## src/design/bounded_int_vector_engine_unit_assert.svh

```systemverilog
// Assertion macros used by the bounded vector engine top level.
`ifndef BOUNDED_INT_VECTOR_ENGINE_UNIT_ASSERT_SVH
`define BOUNDED_INT_VECTOR_ENGINE_UNIT_ASSERT_SVH
`ifndef ASSERT_OFF
// Property that must hold at every clock edge outside reset.
`define BIVU_ASSERT(lbl, prop, msg) \
   lbl: assert property (@(posedge clock) disable iff (reset) (prop)) else $error(msg);
// Condition that must never be true at a clock edge outside reset.
`define BIVU_ASSERT_NEVER(lbl, cond, msg) \
   lbl: assert property (@(posedge clock) disable iff (reset) !(cond)) else $error(msg);
`else
`define BIVU_ASSERT(lbl, prop, msg)
`define BIVU_ASSERT_NEVER(lbl, cond, msg)
`endif
`endif

```

## src/design/bivu_pkg.sv

```systemverilog
// Types and constants of the bounded vector engine.
package bivu_pkg;

   localparam int DEPTH_DEFAULT = 16;
   localparam int OP_W          = 3;
   localparam int INDEX_W       = 16;
   localparam int WORD_W        = 32;
   localparam int STATUS_W      = 2;
   localparam int COUNT_W       = 5;

   localparam logic [OP_W-1:0] OP_PUSH  = 3'd0;
   localparam logic [OP_W-1:0] OP_POP   = 3'd1;
   localparam logic [OP_W-1:0] OP_GET   = 3'd2;
   localparam logic [OP_W-1:0] OP_ERASE = 3'd3;
   localparam logic [OP_W-1:0] OP_CLEAR = 3'd4;

   localparam logic [STATUS_W-1:0] ST_OK    = 2'd0;
   localparam logic [STATUS_W-1:0] ST_FULL  = 2'd1;
   localparam logic [STATUS_W-1:0] ST_RANGE = 2'd2;

   typedef struct packed {
      logic        [OP_W-1:0]    op;
      logic        [INDEX_W-1:0] index;
      logic signed [WORD_W-1:0]  data;
   } req_type;

   typedef struct packed {
      logic signed [WORD_W-1:0]   value;
      logic        [STATUS_W-1:0] status;
      logic        [COUNT_W-1:0]  count;
   } rsp_type;

endpackage

```

## src/design/bivu_store.sv

```systemverilog
// Word store: one write port and one read port with registered read data.
module bivu_store #(
   parameter int DEPTH = bivu_pkg::DEPTH_DEFAULT,
   parameter int AW    = $clog2(DEPTH)
) (
   input  logic                               clock,
   input  logic                               wr_en,
   input  logic [AW-1:0]                      wr_addr,
   input  logic signed [bivu_pkg::WORD_W-1:0] wr_data,
   input  logic [AW-1:0]                      rd_addr,
   output logic signed [bivu_pkg::WORD_W-1:0] rd_data
);

   logic signed [bivu_pkg::WORD_W-1:0] mem_ff [DEPTH];
   logic signed [bivu_pkg::WORD_W-1:0] rd_data_ff;

   always_ff @(posedge clock) begin
      if (wr_en) begin
         mem_ff[wr_addr] <= wr_data;
      end
   end

   always_ff @(posedge clock) begin
      rd_data_ff <= mem_ff[rd_addr];
   end

   assign rd_data = rd_data_ff;

endmodule

```

## src/design/bounded_int_vector_engine_unit.sv

```systemverilog
// Top level of the bounded vector engine: request decode, erase sequencer and result register.
//
//   Channel  Ports                                Direction  Carries
//   request  req_valid, req_ready, req_item       in         op, index, data
//   result   rsp_valid, rsp_ready, rsp_item       out        value, status, count
//
// Push, clear, unknown ops and every refused transaction give their result in the cycle after
// acceptance. Pop and get first make one read of the word store, with registered data. Erase
// moves each later word down in S_SHIFT, one word per cycle, through the single read and write
// ports of the store. Reset clears the count and the sequencer but not the store, as only
// positions below the count are ever used. A new request is taken only when the sequencer is
// idle and the result register is empty or being emptied in that cycle.
`include "bounded_int_vector_engine_unit_assert.svh"

module bounded_int_vector_engine_unit #(
   parameter int DEPTH = bivu_pkg::DEPTH_DEFAULT
) (
   input  logic              clock,
   input  logic              reset,
   input  logic              req_valid,
   output logic              req_ready,
   input  bivu_pkg::req_type req_item,
   output logic              rsp_valid,
   input  logic              rsp_ready,
   output bivu_pkg::rsp_type rsp_item
);

   localparam int AW    = $clog2(DEPTH);
   localparam int CW    = $clog2(DEPTH + 1);
   localparam int IW    = bivu_pkg::INDEX_W;
   localparam int OW    = bivu_pkg::COUNT_W;
   localparam int WW    = bivu_pkg::WORD_W;

   // S_READ loads the result from the store; S_ERASE captures the erased word and
   // starts the shift if a later word remains; S_SHIFT moves one word down per cycle.
   typedef enum logic [3:0] {
      S_IDLE  = 4'b0001,
      S_READ  = 4'b0010,
      S_ERASE = 4'b0100,
      S_SHIFT = 4'b1000
   } state_type;

   state_type                 state_ff, state_in;
   logic [CW-1:0]             count_ff, count_in;
   logic [AW-1:0]             ptr_ff, ptr_in;
   logic signed [WW-1:0]      hold_ff, hold_in;
   logic                      rsp_valid_ff, rsp_valid_in;
   bivu_pkg::rsp_type         rsp_item_ff, rsp_item_in;

   logic                      req_fire;
   logic                      in_range;
   logic                      wr_en;
   logic [AW-1:0]             wr_addr;
   logic signed [WW-1:0]      wr_data;
   logic [AW-1:0]             rd_addr;
   logic signed [WW-1:0]      rd_data;

   bivu_store #(
      .DEPTH (DEPTH),
      .AW    (AW)
   ) u_store (
      .clock   (clock),
      .wr_en   (wr_en),
      .wr_addr (wr_addr),
      .wr_data (wr_data),
      .rd_addr (rd_addr),
      .rd_data (rd_data)
   );

   // A transaction is taken only when the sequencer is idle and the result register
   // will be free at the next edge, so every path below may load that register.
   assign req_ready = (state_ff == S_IDLE) && (!rsp_valid_ff || rsp_ready);
   assign req_fire  = req_valid && req_ready;
   assign in_range  = req_item.index < IW'(count_ff);

   always_comb begin
      state_in     = state_ff;
      count_in     = count_ff;
      ptr_in       = ptr_ff;
      hold_in      = hold_ff;
      rsp_valid_in = rsp_valid_ff && !rsp_ready;
      rsp_item_in  = rsp_item_ff;
      wr_en        = 1'b0;
      wr_addr      = ptr_ff;
      wr_data      = rd_data;
      rd_addr      = ptr_ff + AW'(2);

      case (state_ff)
         S_IDLE: begin
            if (req_fire) begin
               rsp_item_in.value  = '0;
               rsp_item_in.status = bivu_pkg::ST_OK;
               rsp_item_in.count  = OW'(count_ff);
               case (req_item.op)
                  bivu_pkg::OP_PUSH: begin
                     rsp_valid_in = 1'b1;
                     if (count_ff == CW'(DEPTH)) begin
                        rsp_item_in.status = bivu_pkg::ST_FULL;
                     end else begin
                        wr_en             = 1'b1;
                        wr_addr           = AW'(count_ff);
                        wr_data           = req_item.data;
                        count_in          = count_ff + CW'(1);
                        rsp_item_in.count = OW'(count_ff + CW'(1));
                     end
                  end
                  bivu_pkg::OP_POP: begin
                     if (count_ff == '0) begin
                        rsp_valid_in       = 1'b1;
                        rsp_item_in.status = bivu_pkg::ST_RANGE;
                     end else begin
                        rd_addr  = AW'(count_ff - CW'(1));
                        count_in = count_ff - CW'(1);
                        state_in = S_READ;
                     end
                  end
                  bivu_pkg::OP_GET: begin
                     if (!in_range) begin
                        rsp_valid_in       = 1'b1;
                        rsp_item_in.status = bivu_pkg::ST_RANGE;
                     end else begin
                        rd_addr  = AW'(req_item.index);
                        state_in = S_READ;
                     end
                  end
                  bivu_pkg::OP_ERASE: begin
                     if (!in_range) begin
                        rsp_valid_in       = 1'b1;
                        rsp_item_in.status = bivu_pkg::ST_RANGE;
                     end else begin
                        rd_addr  = AW'(req_item.index);
                        ptr_in   = AW'(req_item.index);
                        count_in = count_ff - CW'(1);
                        state_in = S_ERASE;
                     end
                  end
                  bivu_pkg::OP_CLEAR: begin
                     rsp_valid_in      = 1'b1;
                     count_in          = '0;
                     rsp_item_in.count = '0;
                  end
                  default: begin
                     rsp_valid_in = 1'b1;
                  end
               endcase
            end
         end
         S_READ: begin
            // For a pop, the count was already lowered when the transaction was taken.
            rsp_valid_in       = 1'b1;
            rsp_item_in.value  = rd_data;
            rsp_item_in.status = bivu_pkg::ST_OK;
            rsp_item_in.count  = OW'(count_ff);
            state_in           = S_IDLE;
         end
         S_ERASE: begin
            // The erased word is at hand; fetch its successor if one remains.
            hold_in = rd_data;
            rd_addr = ptr_ff + AW'(1);
            if (CW'(ptr_ff) < count_ff) begin
               state_in = S_SHIFT;
            end else begin
               rsp_valid_in       = 1'b1;
               rsp_item_in.value  = rd_data;
               rsp_item_in.status = bivu_pkg::ST_OK;
               rsp_item_in.count  = OW'(count_ff);
               state_in           = S_IDLE;
            end
         end
         S_SHIFT: begin
            // Write the word read for ptr + 1 into ptr while fetching the one after.
            // Read and write addresses always differ by two, so no forwarding is needed.
            wr_en   = 1'b1;
            wr_addr = ptr_ff;
            wr_data = rd_data;
            rd_addr = ptr_ff + AW'(2);
            if (CW'(ptr_ff) + CW'(1) < count_ff) begin
               ptr_in = ptr_ff + AW'(1);
            end else begin
               rsp_valid_in       = 1'b1;
               rsp_item_in.value  = hold_ff;
               rsp_item_in.status = bivu_pkg::ST_OK;
               rsp_item_in.count  = OW'(count_ff);
               state_in           = S_IDLE;
            end
         end
         default: begin
            state_in = S_IDLE;
         end
      endcase
   end

   always_ff @(posedge clock) begin
      if (reset) begin
         state_ff     <= S_IDLE;
         count_ff     <= '0;
         rsp_valid_ff <= 1'b0;
      end else begin
         state_ff     <= state_in;
         count_ff     <= count_in;
         rsp_valid_ff <= rsp_valid_in;
      end
   end

   always_ff @(posedge clock) begin
      ptr_ff      <= ptr_in;
      hold_ff     <= hold_in;
      rsp_item_ff <= rsp_item_in;
   end

   assign rsp_valid = rsp_valid_ff;
   assign rsp_item  = rsp_item_ff;

   `BIVU_ASSERT_NEVER(a_count_bound, count_ff > CW'(DEPTH), "count beyond capacity")
   `BIVU_ASSERT_NEVER(a_rsp_only_idle, rsp_valid_ff && (state_ff != S_IDLE), "result held while busy")
   `BIVU_ASSERT_NEVER(a_write_source, wr_en && !req_fire && (state_ff != S_SHIFT), "stray store write")
   `BIVU_ASSERT(a_read_completes, (state_ff == S_READ) |=> rsp_valid_ff, "read gave no result")

endmodule
```

## config.mk

```make
export PLATFORM = sky130hd
export DESIGN_NAME = bounded_int_vector_engine_unit
export DESIGN_NICKNAME = d
export VERILOG_FILES = /design/src/design/bivu_pkg.sv /design/src/design/bivu_store.sv /design/src/design/bounded_int_vector_engine_unit.sv
export VERILOG_INCLUDE_DIRS = /design/src /design/src/design
export SDC_FILE = /design/constraint.sdc
export NUM_CORES = 1
export LEC_CHECK = 0
export BUFFER_PORTS_ARGS = -buffer_cell sky130_fd_sc_hd__clkbuf_2
export CAP_MARGIN = 40
export CORE_MARGIN = 2
export CORE_UTILIZATION = 40
export DETAILED_ROUTE_END_ITERATION = 6
export HOLD_SLACK_MARGIN = 0.1
export SKIP_LAST_GASP = 1
export SLEW_MARGIN = 40
export SYNTH_ARGS = -nofsm -noshare
export SYNTH_HDL_FRONTEND = slang
export SYNTH_SLANG_ARGS = --single-unit
```

## constraint.sdc

```tcl
create_clock -name clock -period 6.25 [get_ports clock]
set_input_delay 0.625 -clock clock [delete_from_list [all_inputs] [get_ports clock]]
set_output_delay 0.625 -clock clock [all_outputs]
set_load 0.02 [all_outputs]
```

Word level (Yosys, flattened, before mapping)
Memory sizes are Yosys's and may differ from the RTL's. A register that Yosys moved wholly into a read port is not among the register bits.
Index checks and enable logic that the tools add are counted.

operators by class
  add/sub/neg operators = 5
  magnitude comparators = 3
  eq/ne operators = 21
  multiplexer cells = 52
  reductions and logical operators = 16

operators with widths
  operator               number
  $pmux W39 S4           1
  $mux W32               4
  $mux W39               3
  $mux W4                17
  $pmux W4 S2            3
  $pmux W4 S3            2
  $pmux W5 S4            1
  $lt A16 B5 Y1          1
  $mux W5                3
  $ne A2 B2 Y1 const B   7
  $mux W1                11
  $pmux W5 S2            1
  $reduce_and A5 Y1      2
  $ne A3 B3 Y1 const B   3
  $reduce_bool A4 Y1     2
  $eq A3 B2 Y1 const B   2
  $pmux W2 S3            1
  $reduce_and A6 Y1      1
  $add A4 B1 Y5 const B  1
  $add A5 B1 Y5 const B  1
  $eq A5 B5 Y1 const B   1
  $logic_not A5 Y1       1
  $lt A4 B5 Y1           1
  $lt A5 B5 Y1           1
  other kinds (21)       26

storage, ports and cells
  flip-flop bits (word level) = 85
  RAM bits = 512
  input port bits = 55
  output and inout port bits = 41
  word-level logic and storage cells = 106
  memories kept = 1

memories
  name            words  bits a word  rd ports  clocked after memory_dff  wr ports  line              text
  u_store.mem_ff  16     32           1         1                         1         bivu_store.sv:14  logic signed [bivu_pkg::WORD_W-1:0] mem_ff [DEPTH];

Longest topological paths before layout
Gate-level depths: netlist (run 1).

  depth after elaboration = 8
  mapped depth = 15
  gate-level depth less buffers = 11

Modules after synthesis
A second synthesis (run 1) with hierarchy kept.

second synthesis, totals
  cell total of the unflattened synthesis = 1222
  area total of the unflattened synthesis = 24474.7 um^2

by module, submodules not included
  module                          instances  cells each  area an instance (um^2)  seq. area each (um^2)
  bivu_store                      1          838         19835.3                  16015.4
  bounded_int_vector_engine_unit  1          384         4639.4                   2452.4

Least setup slack after synthesis (run 1)
OpenSTA, ideal clock, no wires.

  path type = register -> register
  start point = register count_ff[0]
  end point = memory u_store.mem_ff[7][0] (netlist name), enable pin
  setup time = 0.421 ns
  arrival time = 3.943 ns
  required time = 5.829 ns
  setup slack = 1.886 ns
  stages on the path, launching flop included = 11
  buffers on the path = 3
  clock period less this slack = 4.364 ns
  path through = dfxtp_1 clkbuf_1 inv_1 ha_1 clkbuf_1 nand2_1 nor2_1 nor4_1 clkbuf_1 a32oi_1 nor2_1

between the ends
  word-level cells in the longest chain between the ends = 7
  elaborated cells on any way between the ends = 11
  classes of those cells = eq/ne (1); mux (10)

RTL lines
  element                        line                                   text
  from (decl)                    bounded_int_vector_engine_unit.sv:44   logic [CW-1:0] count_ff, count_in;
  from (signal assigned)         bounded_int_vector_engine_unit.sv:200  count_ff <= count_in;
  $eq A5 B5 Y1                   bounded_int_vector_engine_unit.sv:97   if (count_ff == CW'(DEPTH)) begin
  $mux W1                        bounded_int_vector_engine_unit.sv:97
  $mux W1                        bounded_int_vector_engine_unit.sv:94   case (req_item.op)
  $mux W1                        bounded_int_vector_engine_unit.sv:90   if (req_fire) begin
  $pmux W1 S2                    bounded_int_vector_engine_unit.sv:88   case (state_ff)
  $mux W1                        bivu_store.sv:18                       if (wr_en) begin
  $mux W1 (implied by the code)  bivu_store.sv:19                       mem_ff[wr_addr] <= wr_data;
  to (decl)                      bivu_store.sv:14

Parallel ways exist; a longest one is shown, timed or not.

Final worst setup path (run 1)
  start point = register count_ff[2]
  end point = register u_store.rd_data_ff (netlist bit u_store.rd_data[1]), read port of u_store.mem_ff

between the ends
  word-level cells in the longest chain between the ends = 5
  elaborated cells on any way between the ends = 8
  classes of those cells = add/sub (1); order compare (1); mux (5); reduce/logical (1)

RTL lines
  element                                      line                                                                                                                 text
  $lt A16 B5 Y1, or another cell as far along  bounded_int_vector_engine_unit.sv:74                                                                                 assign in_range = req_item.index < IW'(count_ff);
  $mux W4 (on tied branches)                   bounded_int_vector_engine_unit.sv:118, bounded_int_vector_engine_unit.sv:127, bounded_int_vector_engine_unit.sv:108
  $pmux W4 S2 *                                bounded_int_vector_engine_unit.sv:94
  $mux W4 *                                    bounded_int_vector_engine_unit.sv:90
  $pmux W4 S2 *                                bounded_int_vector_engine_unit.sv:88
  to (decl)                                    bivu_store.sv:15                                                                                                     logic signed [bivu_pkg::WORD_W-1:0] rd_data_ff;

Every way passes the cells marked *; elsewhere a longest branch is shown, timed or not.
A chain may end at the register's enable or synchronous reset.

==> results.py, run 1 <==
metrics = {
    "run_status": {
        "outcome": "complete, no violations",
    },
    "clocking": {
        "cts_tree": "built",
        "cts-buffers-inserted": 67,
        "postCtsSetupBuffers": 0,
        "clock_path_buffers": 3,
        "insertion_delay_ns": 0.60,
        "clk_pin_slew_worst_paths_ns": 0.06,
        "root_buffer": "clkbuf_16",
        "ctsHoldBuffers": 0,
        "cts.sinks": 629,
        "htree_levels": 3,
        "cts_resized": 0,
    },
    "logic_synthesis": {
        "yosys-mux-area-fraction_pct": 11.9,
        "ys_warn_count": 0,
        "synth_top_family_by_area": "multiplexers",
        "synth_cell_types": 65,
        "synthAdderAreaFrac_pct": 0.763,
        "ys_async_sr_fraction_pct": 0,
        "synth_edf_count": 587,
        "synth_cells": 1418,
        "synth_fp_nets": 1488,
        "syn_avg_cell_area_um2": 17.4,
        "synth_xor_area_share_pct": 0.214,
        "synth_sequential_area_ratio_pct": 75.1,
        "ys_ff_latch": 629,
        "synth-compound-area-share_pct": 6.92,
        "synthSimpleGateAreaFrac_pct": 3.40,
        "synth_ff_type": "edfxtp_1",
        "netlist_area_um2": 24600,
    },
    "floorplan": {
        "die_area_um2": 63500,
        "core_um2": 60600,
        "die_h_um": 252,
        "start_util_pct": 40.6,
        "row_count": 90,
        "io_pins": 96,
        "fp.dieW_um": 252,
    },
    "grt": {
        "grt_max_degree": 58,
        "grt_overflow": 0,
        "grt_pass1_wl_um": 88500,
        "grt_usage_pct": 19.1,
        "grt_pass1_vias": 13304,
        "antenna_found_initial": 0,
    },
    "timing": {
        "max_freq_ghz": 0.218,
        "fin_worst_skew_ns": 0.0155,
        "finalHoldViolations": 0,
        "final-max-slew-violation-count": 0,
        "fin_tns_setup_ns": 0,
        "rsz0062_at_grt": "no",
        "worst_pin_slew_ns": 0.770,
        "period_needed_ns": 4.59,
        "slew_headroom_pct": 48.5,
        "fin_crit_sh_pct": 73.4,
        "setup_viol": 0,
        "worst_slack_ns": 1.66,
    },
    "power": {
        "p_per_area_nw_per_um2": 327,
        "power_leakage_nw": 10.1,
        "power_mw": 9.33,
        "vdd_drop_max_v": 0.000182,
    },
    "final_layout": {
        "fillers": 5124,
        "areaGrowthSynthToFinish_pct": 15.9,
        "final_cells": 2391,
        "fin_nets": 1629,
        "stdcell_area_um2": 28500,
        "final_layout_size_suffix_gt1_share_pct": 19.6,
        "diodes": 0,
    },
    "placed_design": {
        "post_dp_cell_area_um2": 26300,
        "dpl.cell_count": 2271,
        "port_buffers": 95,
        "dp_hpwl_um": 33900,
        "place.gp.congestion": 0.906,
        "pre_cts_ws_ns": 1.66,
    },
    "routing": {
        "routed_wl_um": 61100,
        "drt-pass1-iter-count": 5,
        "route.vias.total": 13518,
        "avgViaCountPerCell": 5.65,
        "drcViolationCount": 0,
        "detail_route.wl_per_cell_um": 25.6,
        "ant_nets": 0,
        "drtIter0Drc": 1219,
    },
    "min_path": {
        "min_from": "req_item[32]",
        "whs_endpoint": "ptr_ff[0]$_DFFE_PP_",
        "hold_depth": 2,
        "worst_hold_path_type": "in2reg",
    },
    "worst_setup_path": {
        "regToRegEndpoint": "u_store.rd_data[1]$_DFF_P_",
        "cp.arrival_ns": 5.03,
        "cp_max_fo": 57,
        "crit_path_start_kind": "register",
        "r2r_setup_slack_ns": 1.66,
        "critPathCaptureType": "register",
        "r2r_start": "count_ff[2]$_SDFFE_PP0P_",
        "rr_worst_depth": 11,
        "path_class": "reg2reg",
        "required_ns": 6.69,
    },
    "job": {
        "cap_violations": 0,
    },
}
==> placed cells by master (no fill, tap or decap), drive strengths merged, types with 27 or more instances in the layout <==
| cell type | synthesis | final |
|---|---|---|
| dfxtp | 42 | 42 |
| or4 | 32 | 32 |
| mux2i | 256 | 256 |
| nand2 | 27 | 27 |
| nor2 | 33 | 33 |
| buf | 33 | 54 |
| mux2 | 32 | 32 |
| o22ai | 129 | 129 |
| a22o | 32 | 32 |
| clkbuf | 44 | 186 |
| edfxtp | 587 | 587 |
==> registers in the layout, summed over array words and instances (netlist names) <==
| register | cells |
|---|---|
| state_ff | 4 |
| hold_ff | 32 |
| u_store.mem_ff | 512 |
| rsp_item | 39 |
| count_ff | 5 |
| ptr_ff | 4 |
| u_store.rd_data | 32 |
| rsp_valid | 1 |
==> power by group <==
group / total [mW] / leakage (nW) / internal, mW / switching [mW]
logic: 0.626 / 3.32 / 0.200 / 0.426
registers: 4.82 / 5.70 / 4.76 / 0.0573
clock network: 3.88 / 1.04 / 2.29 / 1.59
==> worst max-delay path by stage <==
stage	from	to	slack, ns
CTS	count_ff[2]$_SDFFE_PP0P_	u_store.rd_data[22]$_DFF_P_	1.63
floorplan	count_ff[0]$_SDFFE_PP0P_	u_store.mem_ff[7][0]$_DFFE_PP_	1.89
global placement	count_ff[2]$_SDFFE_PP0P_	u_store.rd_data[1]$_DFF_P_	1.72
finish	count_ff[2]$_SDFFE_PP0P_	u_store.rd_data[1]$_DFF_P_	1.66
global route	count_ff[2]$_SDFFE_PP0P_	u_store.rd_data[1]$_DFF_P_	1.42
detailed placement	count_ff[2]$_SDFFE_PP0P_	u_store.rd_data[22]$_DFF_P_	1.66
==> critical path, stage by stage, from the launching register on <==
cell	delay (ns)
dfxtp_1	0.65
inv_1	0.21
ha_1	0.33
nor3_1	0.05
or4b_4	0.50
o21ai_1	0.44
o221a_4	0.57
buf_12	0.26
buf_12	0.39
mux2i_1	0.24
o22ai_1	0.10
or4_1	0.60
==> layout make-up <==
class | instances | area [µm²] | area share [%]
Timing Repair Buffer | 149 | 940 | 3.30
Tap cell | 782 | 978 | 3.43
Inverter | 11 | 41.3 | 0.145
Multi-Input combinational cell | 701 | 5930 | 20.8
Clock inverter | 28 | 298 | 1.04
Clock buffer | 91 | 1850 | 6.49
Sequential cell | 629 | 18500 | 64.8
==> routing by layer <==
layer / track usage, % / part of all wire, %
met5: 0 / 0
met1: 27.0 / 45
met2: 30.5 / 47
met4: 5.97 / 2.0
met3: 3.14 / 5.9
==> metrics by stage <==
step	hold slack [ns]	utilization, %
2_1_floorplan	0.427	-
3_3_place_gp	0.449	43.3
3_5_place_dp	0.444	43.5
4_1_cts	0.309	47.0
5_1_grt	0.344	47.1
6_report	0.344	47.1
==> synthesized netlist by cell type, types with 10 or more instances <==
| cell type | n | area [µm²] |
|---|---|---|
| ha_1 | 15 | 188 |
| buf_6 | 10 | 113 |
| o21ai_0 | 20 | 100 |
| inv_1 | 11 | 41.3 |
| mux2_2 | 32 | 360 |
| a21oi_1 | 20 | 100 |
| a22o_1 | 32 | 280 |
| nand2_1 | 27 | 101 |
| clkbuf_1 | 44 | 165 |
| or4_1 | 32 | 240 |
| mux2i_1 | 256 | 2560 |
| o22ai_1 | 129 | 807 |
| dfxtp_1 | 42 | 841 |
| buf_2 | 21 | 105 |
| edfxtp_1 | 587 | 17600 |
| nor2_1 | 33 | 124 |
==> kinds of logic after synthesis <==
kind of cell	count (synthesis)
flip-flops	629
AND/OR/NAND/NOR	144
adder cells (fa/ha/maj)	15
XOR/XNOR	6
multiplexers	288
buffers and inverters	88
AO/OA/AOI/OAI	248
Power figures use the tool's default switching activity.
==> inputs of run 2 (changes only) <==
- clock period: 6.25 -> 4.14 ns (I/O delays scaled with it)
==> results.py, run 2 (same netlist as run 1, synthesis figures left out) <==
metrics = {
    "worst_setup_path": {
        "r2r_setup_slack_ns": 0.38,
        "regToRegEndpoint": "u_store.rd_data[27]$_DFF_P_",
        "critPathCaptureType": "register",
        "rr_worst_depth": 11,
        "required_ns": 4.59,
        "max_stage_delay_ns": 0.55,
        "crit_chain": "inv_1 > ha_1 > nor2_1 > or4b_4 > o21ai_1 > o21ai_0 > o21bai_1 > or3b_1 > buf_4 > o22ai_1 > or4_1",
        "cp_max_fo": 20,
        "worst_path_max_delay_cell": "or4_1",
        "r2r_start": "count_ff[3]$_SDFFE_PP0P_",
        "path_class": "reg2reg",
        "crit_family": "simple AND/OR/NAND/NOR gates",
        "setup.worst_path.end": "u_store.rd_data[27]$_DFF_P_",
        "crit_path_start_kind": "register",
        "cp.arrival_ns": 4.21,
        "cp.depth": 11,
        "cp_num_buf_inv": 2,
        "startpoint": "count_ff[3]$_SDFFE_PP0P_",
    },
    "grt": {
        "grt_overflow": 0,
        "grt_pass1_wl_um": 88400,
        "antenna_found_initial": 1,
        "grt_usage_pct": 19.0,
        "grt_max_degree": 35,
        "grt_pass1_vias": 13337,
    },
    "floorplan": {
        "start_util_pct": 40.6,
        "io_pins": 96,
        "die_h_um": 252,
        "fp.dieW_um": 252,
        "row_count": 90,
        "die_area_um2": 63500,
        "core_um2": 60600,
    },
    "clocking": {
        "cts_resized": 0,
        "clk_pin_slew_worst_paths_ns": 0.05,
        "root_buffer": "clkbuf_16",
        "ctsHoldBuffers": 0,
        "clock_path_buffers": 3,
        "cts_tree": "built",
        "postCtsSetupBuffers": 0,
        "htree_levels": 3,
        "cts-buffers-inserted": 68,
        "insertion_delay_ns": 0.59,
        "cts.sinks": 629,
    },
    "timing": {
        "finalHoldViolations": 0,
        "fin_worst_skew_ns": 0.0237,
        "worst_pin_slew_ns": 0.761,
        "max_freq_ghz": 0.266,
        "period_needed_ns": 3.76,
        "fin_crit_sh_pct": 90.9,
        "final-max-slew-violation-count": 0,
        "setup_viol": 0,
        "fin_tns_setup_ns": 0,
        "rsz0062_at_grt": "no",
        "worst_slack_ns": 0.377,
        "slew_headroom_pct": 49.2,
    },
    "routing": {
        "drtIter0Drc": 1150,
        "ant_nets": 0,
        "drt-pass1-iter-count": 6,
        "drcViolationCount": 0,
        "detail_route.wl_per_cell_um": 25.0,
        "avgViaCountPerCell": 5.58,
        "routed_wl_um": 60300,
        "route.vias.total": 13477,
    },
    "final_layout": {
        "largest_reg_flops": 512,
        "final_cell_mix": "587 x edfxtp_1, 256 x mux2i_1, 129 x o22ai_1",
        "fin_nets": 1650,
        "utilization_pct": 47.8,
        "final_layout_size_suffix_gt1_share_pct": 20.5,
        "final_common_cell": "edfxtp_1",
        "areaGrowthSynthToFinish_pct": 17.7,
        "top_register": "u_store.mem_ff",
        "diodes": 0,
    },
    "placed_design": {
        "dp_hpwl_um": 33600,
        "place.gp.congestion": 0.860,
        "port_buffers": 95,
        "pre_cts_ws_ns": 0.382,
    },
    "power": {
        "power_leakage_nw": 10.3,
        "p_switching_mw": 3.12,
        "clkPwrFrac_pct": 42.2,
        "sw_frac_of_total_pct": 21.9,
        "vdd_drop_max_v": 0.000340,
        "internal-power_mw": 11.1,
        "pwr-share-seq_pct": 51.1,
        "pwr-share-comb_pct": 6.7,
        "power_mw": 14.2,
        "p_per_area_nw_per_um2": 492,
    },
    "job": {
        "cap_violations": 0,
    },
    "min_path": {
        "worst_hold_path_type": "in2reg",
        "hold_depth": 2,
    },
    "run_status": {
        "outcome": "complete, no violations",
    },
}
-- run 2: cell count changes in the layout (fill, tap and decap cells not counted), moves of 2 or more --
cell / previous run / this run
a31oi_1: 1 / 4
a31oi_2: 4 / 1
buf_12: 3 / 21
buf_2: 7 / 4
buf_4: 40 / 48
buf_8: 2 / 0
clkbuf_16: 69 / 71
clkinv_2: 7 / 5
inv_6: 4 / 1
-- run 2: how the worst min path moves through the flow --
stage	from	end	slack, ns
detailed placement	u_store.rd_data[21]$_DFF_P_	hold_ff[21]$_DFFE_PN_	0.45
global route	reset	count_ff[4]$_SDFFE_PP0P_	0.13
finish	reset	count_ff[4]$_SDFFE_PP0P_	0.14
global placement	u_store.rd_data[21]$_DFF_P_	hold_ff[21]$_DFFE_PN_	0.44
floorplan	u_store.rd_data[0]$_DFF_P_	hold_ff[0]$_DFFE_PN_	0.43
CTS	reset	count_ff[4]$_SDFFE_PP0P_	0.10
-- run 2: per-layer routing --
| metal | global-route usage (%) | routed length (µm) | vias up | share of wire [%] |
|---|---|---|---|---|
| met5 | 0 | 0 | - | 0 |
| met4 | 5.04 | 1180 | 0 | 1.9 |
| met3 | 3.84 | 4290 | 91 | 7.1 |
| met2 | 29.9 | 27800 | 491 | 46 |
| met1 | 26.9 | 27000 | 6832 | 45 |
| li1 | - | - | 6063 | - |
-- run 2: stage by stage --
stage	instance area, µm²	cells	hold slack (ns)
2_1_floorplan	24600	1418	0.427
3_3_place_gp	26600	2287	0.444
3_5_place_dp	26700	2291	0.454
4_1_cts	28900	2413	0.101
5_1_grt	28900	2414	0.125
6_report	28900	2414	0.138
-- run 2: worst register-to-register path: cells and delay by family, from the launching register on --
family / cells / cell delay, ns
flip-flops: 1 / 0.30
AND/OR/NAND/NOR: 4 / 1.41
AO/OA/AOI/OAI: 4 / 1.14
buffers and inverters: 2 / 0.52
adder cells (fa/ha/maj): 1 / 0.27
-- run 2: area by class of cell --
class / instances / area, µm²
fill: 5102 / 31600
sequential: 629 / 18500
multi-input combinational: 701 / 5920
clock buffer: 95 / 1920
timing repair buffer: 169 / 1300
tap: 782 / 978
clock inverter: 27 / 323
inverter: 11 / 41.3
-- run 2: power by group through the flow --
stage	Combinational [mW]	Clock (mW)	Sequential (mW)
after global placement	0.936	0	7.40
after floorplan	0.470	0	7.49
final	0.954	6.01	7.27
after CTS	0.957	6.11	7.27
after detailed placement	0.953	0	7.40
after global routing	1.02	6.39	7.28
==> inputs of run 3 (changes only) <==
- BUFFER_PORTS_ARGS: -buffer_cell sky130_fd_sc_hd__clkbuf_2 -> not set
- DONT_BUFFER_PORTS: not set -> 1
==> results.py, run 3 (same netlist as run 1, synthesis figures left out) <==
metrics = {
    "timing": {
        "period_needed_ns": 3.84,
        "finalHoldWorstSlack_ns": 0.147,
        "worst_pin_slew_ns": 0.794,
        "fin_worst_skew_ns": 0.0352,
        "rsz0062_at_grt": "no",
        "final-max-slew-violation-count": 0,
        "setup_viol": 0,
        "fin_crit_sh_pct": 92.8,
        "slew_headroom_pct": 47.1,
        "finalHoldViolations": 0,
        "max_freq_ghz": 0.260,
        "worst_slack_ns": 0.298,
    },
    "placed_design": {
        "place.gp.congestion": 0.922,
        "dp_hpwl_um": 32500,
        "pre_cts_ws_ns": 0.352,
        "port_buffers": 0,
        "dpl.cell_count": 2189,
    },
    "clocking": {
        "root_buffer": "clkbuf_16",
        "htree_levels": 2,
        "cts_tree": "built",
        "cts-buffers-inserted": 61,
        "cts.sinks": 629,
        "clock_path_buffers": 3,
        "cts_resized": 0,
        "clk_pin_slew_worst_paths_ns": 0.06,
        "insertion_delay_ns": 0.66,
    },
    "grt": {
        "grt_pass1_vias": 12986,
        "grt_usage_pct": 19.4,
        "antenna_found_initial": 5,
        "grt_pass1_wl_um": 89500,
        "grt_max_degree": 51,
        "grt_overflow": 0,
    },
    "worst_setup_path": {
        "crit_path_start_kind": "register",
        "cp_max_fo": 43,
        "critPathCaptureType": "register",
        "crit_chain": "inv_1 > ha_1 > a2111oi_4 > o211ai_2 > a31oi_2 > o221a_4 > buf_12 > mux2i_1 > o22ai_1 > or4_1",
        "max_stage_delay_ns": 0.54,
        "required_ns": 4.64,
        "path_class": "reg2reg",
        "worst_path_max_delay_cell": "or4_1",
        "cp.arrival_ns": 4.34,
    },
    "run_status": {
        "outcome": "complete, no violations",
    },
    "final_layout": {
        "final_cell_mix": "587 x edfxtp_1, 256 x mux2i_1, 129 x o22ai_1",
        "fin_nets": 1548,
        "final_layout_size_suffix_gt1_share_pct": 15.1,
        "final_cells": 2310,
        "largest_reg_flops": 512,
        "top_register": "u_store.mem_ff",
        "areaGrowthSynthToFinish_pct": 15.2,
        "multi_input_area_um2": 5930,
        "final_common_cell": "edfxtp_1",
        "seq_area_um2": 18500,
        "fillers": 5068,
    },
    "routing": {
        "drtIter0Drc": 1469,
        "route.met3.wl_um": 4750,
        "route.vias.total": 13438,
        "wl_met1_um": 27600,
        "drt-pass1-iter-count": 7,
        "routed_wl_um": 61900,
        "met2_length_um": 28300,
        "avgViaCountPerCell": 5.82,
        "drcViolationCount": 0,
        "detail_route.wl_per_cell_um": 26.8,
        "top_layer": "met5",
        "ant_nets": 0,
    },
    "power": {
        "power_mw": 13.6,
        "power_leakage_nw": 9.79,
        "vdd_drop_max_v": 0.000376,
        "p_per_area_nw_per_um2": 481,
    },
    "floorplan": {
        "row_count": 90,
        "fp.dieW_um": 252,
        "core_um2": 60600,
        "die_h_um": 252,
        "start_util_pct": 40.6,
        "io_pins": 96,
        "die_area_um2": 63500,
    },
    "min_path": {
        "worst_hold_path_type": "in2reg",
    },
    "job": {
        "cap_violations": 0,
    },
}
==> run 3: cell type report <==
| class | instances | share of cell area [%] |
|---|---|---|
| antenna | 1 | 0.00883 |
| timing repair buffer | 74 | 3.28 |
| clock buffer | 74 | 5.63 |
| tap | 782 | 3.45 |
| inverter | 11 | 0.146 |
| clock inverter | 38 | 1.42 |
| sequential | 629 | 65.1 |
| multi-input combinational | 701 | 20.9 |
==> run 3: power breakdown <==
part	leakage, nW	total, mW	internal, mW	switching [mW]
clock network	0.975	5.52	3.13	2.40
registers	5.70	7.40	7.20	0.199
logic	3.12	0.725	0.235	0.490
total	9.79	13.6	10.6	3.08
==> run 3: metrics by stage <==
stage                     setup TNS, ns  instance area [µm²]  util, %
after CTS                             0                28300     46.8
after detailed placement              0                26300     43.4
after global placement                0                26200     43.3
after floorplan                 -105.30                24600        -
final                                 0                28300     46.8
after global routing                  0                28300     46.8
==> run 3: final timing paths <==
check                                   start                           to  slack, ns  cells past startpoint
setup / recovery     count_ff[1]$_SDFFE_PP0P_  u_store.rd_data[16]$_DFF_P_       0.30                     10
hold / removal                   req_item[50]        rsp_item[3]$_DFFE_PP_       0.15                      3
setup reg to reg     count_ff[1]$_SDFFE_PP0P_  u_store.rd_data[16]$_DFF_P_       0.30                     10
hold reg to reg   u_store.rd_data[21]$_DFF_P_        hold_ff[21]$_DFFE_PN_       0.46                      0
==> run 3: worst max-delay path, delay by kind of cell, from the launching register on <==
| kind | cells | cell delay (ns) |
|---|---|---|
| multiplexers | 1 | 0.27 |
| buffers and inverters | 2 | 0.52 |
| adder cells (fa/ha/maj) | 1 | 0.34 |
| flip-flops | 1 | 0.51 |
| AND/OR/NAND/NOR | 1 | 0.54 |
| AO/OA/AOI/OAI | 5 | 1.46 |
==> run 3: metal layers <==
metal | vias to the layer above | GRT usage [%]
li1 | 5864 | -
met1 | 6912 | 28.4
met2 | 565 | 29.9
met3 | 93 | 3.30
met4 | 4 | 5.26
met5 | - | 0
==> run 3: repair_timing <==
item                      4_1_cts  5_1_grt
hold buffers                    8        0
buffers inserted                0        0
hold endpoints to repair       17        0
